`src/hw/rtl/bdef_pkg.sv`:
```
// Shared constants and types for the box difference edge filter.
// No dependencies.
`timescale 1ns / 1ps
`default_nettype none

package bdef_pkg;

	localparam int unsigned MAX_WINDOW = 31;
	localparam int unsigned COUNT_BITS = 24;
	localparam int unsigned WIN_W      = 5;
	localparam int unsigned SUM_W      = 29;
	localparam int unsigned BINS_W     = 6;
	localparam int unsigned HIST_AW    = 6;
	localparam int unsigned HIST_DEPTH = 2 ** HIST_AW;
	localparam int unsigned IN_DATA_W  = 24;
	localparam int unsigned OUT_DATA_W = 32;
	localparam logic [WIN_W-1:0] WIN_RESET = WIN_W'(8);

	typedef logic [SUM_W-1:0] sum_t;
	typedef logic [WIN_W-1:0] win_t;

	// Prefix sums taken at the current bin: P[k], P[k-W], P[k-2W]
	typedef struct packed {
		sum_t pk;
		sum_t pa;
		sum_t pb;
	} taps_t;

endpackage

`default_nettype wire

```
`src/hw/rtl/bdef_prefix.sv`:
```
// Running prefix sum of bin counts with a ring of past prefix values.
// Gives the three prefix taps that bound both summing windows. Uses bdef_pkg.
`timescale 1ns / 1ps
`default_nettype none

module bdef_prefix (
	input  logic                           clk,
	input  logic                           arst_n,
	input  logic                           push,
	input  logic [bdef_pkg::COUNT_BITS-1:0] bin,
	input  bdef_pkg::win_t                 win,
	output bdef_pkg::taps_t                taps
);
	import bdef_pkg::*;

	logic [HIST_AW-1:0] wr_ptr_q;
	sum_t               acc_q;
	sum_t               hist [HIST_DEPTH];
	logic [HIST_AW-1:0] rd_a;
	logic [HIST_AW-1:0] rd_b;
	sum_t               pk_s1;
	sum_t               pa_s1;
	sum_t               pb_s1;
	sum_t               acc_s1;
	logic               byp_s1;

	// Slot of bin j holds the prefix before bin j, so sums are differences
	// of slots; wraparound mod 2^SUM_W is harmless since a window fits.
	assign rd_a = wr_ptr_q - HIST_AW'(win) + HIST_AW'(1);
	assign rd_b = wr_ptr_q - HIST_AW'({win, 1'b0}) + HIST_AW'(1);

	always_ff @(posedge clk or negedge arst_n) begin
		if (!arst_n) begin
			wr_ptr_q <= '0;
			acc_q    <= '0;
		end else if (push) begin
			wr_ptr_q <= wr_ptr_q + HIST_AW'(1);
			acc_q    <= acc_q + SUM_W'(bin);
		end
	end

	always_ff @(posedge clk) begin
		if (push) begin
			hist[wr_ptr_q] <= acc_q;
			pa_s1          <= hist[rd_a];
			pb_s1          <= hist[rd_b];
			pk_s1          <= acc_q + SUM_W'(bin);
			acc_s1         <= acc_q;
			byp_s1         <= (win == WIN_W'(1));
		end
	end

	// With a one-bin window the newer tap is the slot being written now
	assign taps.pk = pk_s1;
	assign taps.pa = byp_s1 ? acc_s1 : pa_s1;
	assign taps.pb = pb_s1;

endmodule

`default_nettype wire

```
`src/hw/rtl/box_difference_edge_filter.sv`:
```
// Box difference edge filter: max(0, older window sum - newer window sum).
// Throughput: one bin per cycle while the output is not stalled; the final bin stays
// in the input stage until its results (W, or the unanswered bins of a short spectrum)
// have all moved out, and the next bin is taken in the cycle its last result moves out.
// Reset: arst_n clears control, the running prefix sum and counts; window_length is 8.
// Uses bdef_pkg and bdef_prefix.
`timescale 1ns / 1ps
`default_nettype none

module box_difference_edge_filter (
	input  logic                           clk,
	input  logic                           arst_n,
	input  logic                           cfg_we,
	input  logic [bdef_pkg::WIN_W-1:0]      cfg_wdata,   // window_length
	input  logic                           s_tvalid,
	output logic                           s_tready,
	input  logic [bdef_pkg::IN_DATA_W-1:0]  s_tdata,     // [23:0] bin_count
	input  logic                           s_tlast,     // final_bin
	output logic                           m_tvalid,
	input  logic                           m_tready,
	output logic [bdef_pkg::OUT_DATA_W-1:0] m_tdata,     // [28:0] edge_value, zero above
	output logic                           m_tlast,     // run_end
	output logic                           m_tuser      // too_short
);
	import bdef_pkg::*;

	typedef enum logic [1:0] {
		KIND_PAD,
		KIND_DIFF,
		KIND_LAST_FULL,
		KIND_LAST_SHORT
	} kind_t;

	win_t              win_cfg_q;
	win_t              win_eff;
	logic [BINS_W-1:0] two_w;
	logic [BINS_W-1:0] win6;
	logic [BINS_W-1:0] bins_q;
	logic [BINS_W-1:0] prior;
	logic [BINS_W-1:0] k;
	logic [BINS_W-1:0] bins_d;
	kind_t             kind_d;
	win_t              reps_d;
	logic              has_result;
	logic              accept;

	logic              s1_valid_q;
	kind_t             kind_s1;
	win_t              reps_s1;
	win_t              cnt_q;
	logic              emit;
	logic              s1_done;
	taps_t             taps;
	sum_t              newer;
	sum_t              older;
	sum_t              diff;
	sum_t              value;
	sum_t              prev_q;

	logic              out_valid_q;
	sum_t              edge_q;
	logic              last_q;
	logic              short_q;

	assign win_eff = (win_cfg_q == '0) ? WIN_W'(1) : win_cfg_q;
	assign two_w   = {win_eff, 1'b0};
	assign win6    = BINS_W'(win_eff);
	assign prior   = (bins_q > two_w) ? two_w : bins_q;
	assign k       = prior + BINS_W'(1);
	assign accept  = s_tvalid && s_tready;

	always_comb begin
		kind_d     = KIND_PAD;
		reps_d     = WIN_W'(1);
		has_result = 1'b1;
		bins_d     = (k > two_w) ? two_w : k;
		if (s_tlast) begin
			bins_d = '0;
			if (k >= two_w) begin
				kind_d = KIND_LAST_FULL;
				reps_d = win_eff;
			end else begin
				kind_d = KIND_LAST_SHORT;
				reps_d = (k <= win6) ? WIN_W'(1) : WIN_W'(k - win6);
			end
		end else if (k <= win6) begin
			kind_d = KIND_PAD;
		end else if (k >= two_w) begin
			kind_d = KIND_DIFF;
		end else begin
			// bin is only stored
			has_result = 1'b0;
		end
	end

	bdef_prefix u_prefix (
		.clk    (clk),
		.arst_n (arst_n),
		.push   (accept),
		.bin    (COUNT_BITS'(s_tdata)),
		.win    (win_eff),
		.taps   (taps)
	);

	assign newer = taps.pk - taps.pa;
	assign older = taps.pa - taps.pb;
	assign diff  = (older > newer) ? (older - newer) : '0;

	always_comb begin
		case (kind_s1)
			KIND_DIFF:      value = diff;
			KIND_LAST_FULL: value = prev_q;
			default:        value = '0;
		endcase
	end

	assign emit     = s1_valid_q && (!out_valid_q || m_tready);
	assign s1_done  = ((cnt_q + WIN_W'(1)) == reps_s1);
	assign s_tready = !s1_valid_q || (emit && s1_done);

	always_ff @(posedge clk or negedge arst_n) begin
		if (!arst_n) begin
			win_cfg_q   <= WIN_RESET;
			bins_q      <= '0;
			s1_valid_q  <= 1'b0;
			kind_s1     <= KIND_PAD;
			reps_s1     <= WIN_W'(1);
			cnt_q       <= '0;
			prev_q      <= '0;
			out_valid_q <= 1'b0;
		end else begin
			if (cfg_we) begin
				win_cfg_q <= cfg_wdata;
			end
			if (accept) begin
				bins_q     <= bins_d;
				s1_valid_q <= has_result;
				kind_s1    <= kind_d;
				reps_s1    <= reps_d;
			end else if (emit && s1_done) begin
				s1_valid_q <= 1'b0;
			end
			if (emit) begin
				cnt_q       <= s1_done ? '0 : cnt_q + WIN_W'(1);
				out_valid_q <= 1'b1;
				case (kind_s1)
					KIND_PAD:  prev_q <= '0;
					KIND_DIFF: prev_q <= diff;
					default: begin
						// end of spectrum: start the next one from zero
						if (s1_done) begin
							prev_q <= '0;
						end
					end
				endcase
			end else if (m_tready) begin
				out_valid_q <= 1'b0;
			end
		end
	end

	always_ff @(posedge clk) begin
		if (emit) begin
			edge_q  <= value;
			last_q  <= s1_done && (kind_s1 == KIND_LAST_FULL || kind_s1 == KIND_LAST_SHORT);
			short_q <= (kind_s1 == KIND_LAST_SHORT);
		end
	end

	assign m_tvalid = out_valid_q;
	assign m_tdata  = OUT_DATA_W'(edge_q);
	assign m_tlast  = last_q;
	assign m_tuser  = short_q;

endmodule

`default_nettype wire

```
`config.mk`:
```
export PLATFORM = sky130hd
export DESIGN_NAME = box_difference_edge_filter
export DESIGN_NICKNAME = d
export VERILOG_FILES = /design/src/hw/rtl/bdef_pkg.sv /design/src/hw/rtl/bdef_prefix.sv /design/src/hw/rtl/box_difference_edge_filter.sv
export SDC_FILE = /design/constraint.sdc
export NUM_CORES = 2
export LEC_CHECK = 0
export ABC_CLOCK_PERIOD_IN_PS = 11600
export BUFFER_PORTS_ARGS = -buffer_cell sky130_fd_sc_hd__buf_2
export CAP_MARGIN = 20
export CORE_ASPECT_RATIO = 0.7
export CORE_UTILIZATION = 55
export CTS_CLUSTER_DIAMETER = 100
export DETAILED_ROUTE_END_ITERATION = 7
export PLACE_DENSITY = 0.71
export REMOVE_ABC_BUFFERS = 1
export SETUP_SLACK_MARGIN = 0.3
export SYNTH_ARGS = -nofsm -noshare
export SYNTH_HDL_FRONTEND = slang
export SYNTH_SLANG_ARGS = --single-unit
```
`constraint.sdc`:
```
create_clock -name clk -period 11.6 [get_ports clk]
set_input_delay 1.16 -clock clk [delete_from_list [all_inputs] [get_ports clk]]
set_output_delay 1.16 -clock clk [all_outputs]
set_load 0.02 [all_outputs]
```
==> flow_summary_export.csv <==
group,metric,value,unit
timing,fin_skew,0.0306,ns
timing,finalHoldViolCount,0,
clocking,clk_latency,0.85,ns
power_and_ir_drop,leakage,35.9,nW
routing,drtIter0Drc,9968,
setup_path,slowest_stage,"xor2_4",
die,start_util,55.7,%
clocking,post-cts-setup-buffers,0,
layout,final_nets,5447,
layout,drive_gt1_share,33.5,%
layout,stdcell_count,7794,
synthesis,synthesis.area,0.101,mm2
power_and_ir_drop,power_density,322,mW/mm2
die,die_w,513,um
timing,rsz0062_at_grt,"no",
synthesis,yosysWarnings,0,
setup_path,crit_arrival,6.81,ns
timing,slew_violations,0,
synthesis,synth-async-reset-ratio,4.25,%
routing,viasPerCell,7.47,
clocking,cts_root_buffer,"clkbuf_16",
setup_path,crit_path_cell_trace,"nor4_1 -> or2_2 -> ha_1 -> inv_1 -> ha_4 -> fa_4 -> xor2_4 -> buf_4 -> buf_4 -> mux4_2 -> mux2i_1 -> a21oi_1",
setup_path,crit_buf_inv,3,
setup_path,crit_end,"u_prefix.pb_s1[22]",
timing,worst_pin_slew,1.18,ns
setup_path,r2r_start,"win_cfg_q[1]",
clocking,cts.repair.resized,0,
global_route,grt_pass1_wl,431,mm
setup_path,critical_path.startpoint,"win_cfg_q[1]",
die,dieHeight,360,um
routing,antenna_left,0,
clocking,cts-htree-levels,4,
setup_path,r2r-end,"u_prefix.pb_s1[22]",
layout,nFillCells,12400,
power_and_ir_drop,fin_total_pwr,0.0356,W
synthesis,avgSynthCellArea,19.5,um2
clocking,cts.clk_slew.worst_paths,0.06,ns
place,numPortBuffers,67,
power_and_ir_drop,peakVddDrop,442,uV
place,place.gp.congestion,0.946,
global_route,antenna_found_initial,15,
synthesis,ys_ff_latch,2093,
global_route,gr-usage-all-layers,33.7,%
timing,post-route-period-util,53.9,%
setup_path,worstSetupStartpointType,"register",
synthesis,synth_edf_count,2004,
global_route,grt-ovfl-total,0,
routing,drcViolationCount,0,
setup_path,r2r_cells,12,
clocking,cts_tree,"done",
worst_hold_path,hold_class,"in -> async",
timing,max_slew_margin,20.9,%
die,ios,71,
place,numPlacedInstances,7433,
routing,routed_wl,308,mm
timing,finalSetupViolCount,0,
clocking,clock_tree.buffer_depth,3,
setup_path,crit_family,"multiplexers",
synthesis,ys_seq_area_share,62.1,%
synthesis,synth.distinct_cells,84,
setup_path,cp.depth,12,
routing,num_vias,58200,
setup_path,cpPeakStageDelay,0.77,ns
clocking,clock-sinks,2093,
setup_path,cp_common_cell,"buf_4",
clocking,cts-buffers-inserted,190,
synthesis,ys.flop_type,"edfxtp_1",
die,fp-row-count,130,
place,post-dp-hpwl,185,mm
run,cap_violations,0,
timing,period_needed,6.26,ns
global_route,grt_pass1_vias,55900,
setup_path,crit_fanout,20,
global_route,grt_max_degree,123,
routing,drtPass1Iterations,7,
die,core,0.181,mm2
clocking,holdBufCountCts,0,
layout,syn2layout_area_growth,10.0,%
setup_path,ff2ff_setup_slack,5.34,ns
layout,postLayoutCoreUtil,61.2,%
die,die-area,0.185,mm2
synthesis,syn_inst,5144,
outcome,outcome,"complete, no violations",
timing,fmax,160,MHz
setup_path,path_class,"reg -> reg",
timing,final.setup.tns,0,ns
timing,whs,0.319,ns
routing,wire_per_inst,39.5,um
setup_path,cp-end-kind,"register",
setup_path,required,12.15,ns
## cell families (layout without fill, tap and decap cells)
logic type / Yosys count / after routing / share of synthesized area [%]
AND/OR/NAND/NOR: 549 / 549 / 2.59
multiplexers: 1264 / 1264 / 27.0
flip-flops: 2093 / 2093 / 62.1
other: 1 / 7 / 0.00373
AO/OA/AOI/OAI: 514 / 514 / 3.25
XOR/XNOR: 130 / 130 / 1.13
buffers and inverters: 439 / 707 / 1.94
adder cells (fa/ha/maj): 154 / 154 / 1.97
## placed cells by master, fill, tap and decap left out, types with 10 or more instances in the layout
| cell | n |
|---|---|
| buf_2 | 66 |
| buf_4 | 167 |
| o31ai_1 | 15 |
| mux4_2 | 1160 |
| a21o_1 | 39 |
| o21ai_0 | 87 |
| xor2_1 | 49 |
| clkbuf_16 | 193 |
| ha_1 | 144 |
| xnor2_1 | 75 |
| buf_12 | 16 |
| nand4_1 | 20 |
| bufinv_16 | 15 |
| o21a_1 | 19 |
| dfrtp_2 | 28 |
| nor2_1 | 69 |
| nor2b_1 | 75 |
| clkinv_2 | 29 |
| a21oi_1 | 186 |
| or3_1 | 11 |
| nand2_1 | 196 |
| inv_1 | 105 |
| a211oi_1 | 66 |
| inv_6 | 10 |
| clkinv_1 | 45 |
| nor3_1 | 20 |
| mux2i_1 | 95 |
| dfrtp_1 | 58 |
| and3_1 | 11 |
| nand2b_1 | 22 |
| clkbuf_1 | 45 |
| nor2_4 | 64 |
| edfxtp_1 | 2004 |
| nand3_1 | 27 |
## report_power, final
part / leakage, nW / internal (W) / switching (W) / total (W)
sequential: 19.4 / 0.00946 / 0.000242 / 0.00970
combinational: 13.5 / 0.00851 / 0.0111 / 0.0196
clock: 2.94 / 0.00342 / 0.00284 / 0.00626
## Yosys cell counts, types with 22 or more instances
master | instances | area [um2]
mux2i_1 | 95 | 951
a21oi_1 | 186 | 931
nand2_1 | 197 | 739
buf_2 | 128 | 641
a211oi_1 | 68 | 510
xnor2_1 | 79 | 692
nor2_1 | 133 | 499
o21ai_0 | 87 | 435
edfxtp_1 | 2004 | 60200
clkbuf_1 | 164 | 616
xor2_1 | 51 | 447
nor2b_1 | 75 | 469
ha_1 | 147 | 1840
inv_1 | 105 | 394
nand2b_1 | 22 | 138
nand3_1 | 27 | 135
a21o_1 | 39 | 293
dfrtp_1 | 87 | 2180
mux4_2 | 1160 | 26100
## metrics by stage
step	worst slack [ns]	area (um2)
floorplan	-25.82	99000
global placement	5.37	104000
detailed placement	5.42	104000
CTS	5.40	110000
global route	5.03	111000
finish	5.34	111000
## state kept, by name (all words and copies together) (netlist names), 6 cells and up
| name | flops |
|---|---|
| edge_q | 29 |
| bins_q | 6 |
| u_prefix.acc_q | 29 |
| u_prefix.pb_s1 | 29 |
| u_prefix.acc_s1 | 29 |
| u_prefix.pk_s1 | 29 |
| u_prefix.hist | 1856 |
| u_prefix.pa_s1 | 29 |
| prev_q | 29 |
| u_prefix.wr_ptr_q | 6 |
## per-layer routing
layer  share of wire (%)  GRT usage (%)
met5               0.017              0
met4                 3.7           11.1
met2                  42           46.0
met1                  37           48.8
met3                  17           14.4
## area by class of cell
cell class | instances | area [um2] | share of cell area (%)
Sequential cell | 2093 | 62400 | 56.5
Multi-Input combinational cell | 2614 | 36800 | 33.3
Clock buffer | 242 | 5050 | 4.57
Tap cell | 2376 | 2970 | 2.69
Timing Repair Buffer | 252 | 1930 | 1.74
Clock inverter | 106 | 965 | 0.872
Inverter | 107 | 407 | 0.368
Antenna cell | 4 | 10.0 | 0.00905
## worst min path at each step
stage | to | slack [ns] | cells after the start
5_1_grt | win_cfg_q[0] | 0.36 | 1
3_5_place_dp | prev_q[13] | 0.47 | 2
4_1_cts | bins_q[1] | 0.31 | 1
6_report | win_cfg_q[0] | 0.32 | 1
2_1_floorplan | m_tvalid | 0.44 | 2
3_3_place_gp | prev_q[1] | 0.46 | 2
Power figures use the tool's default switching activity.
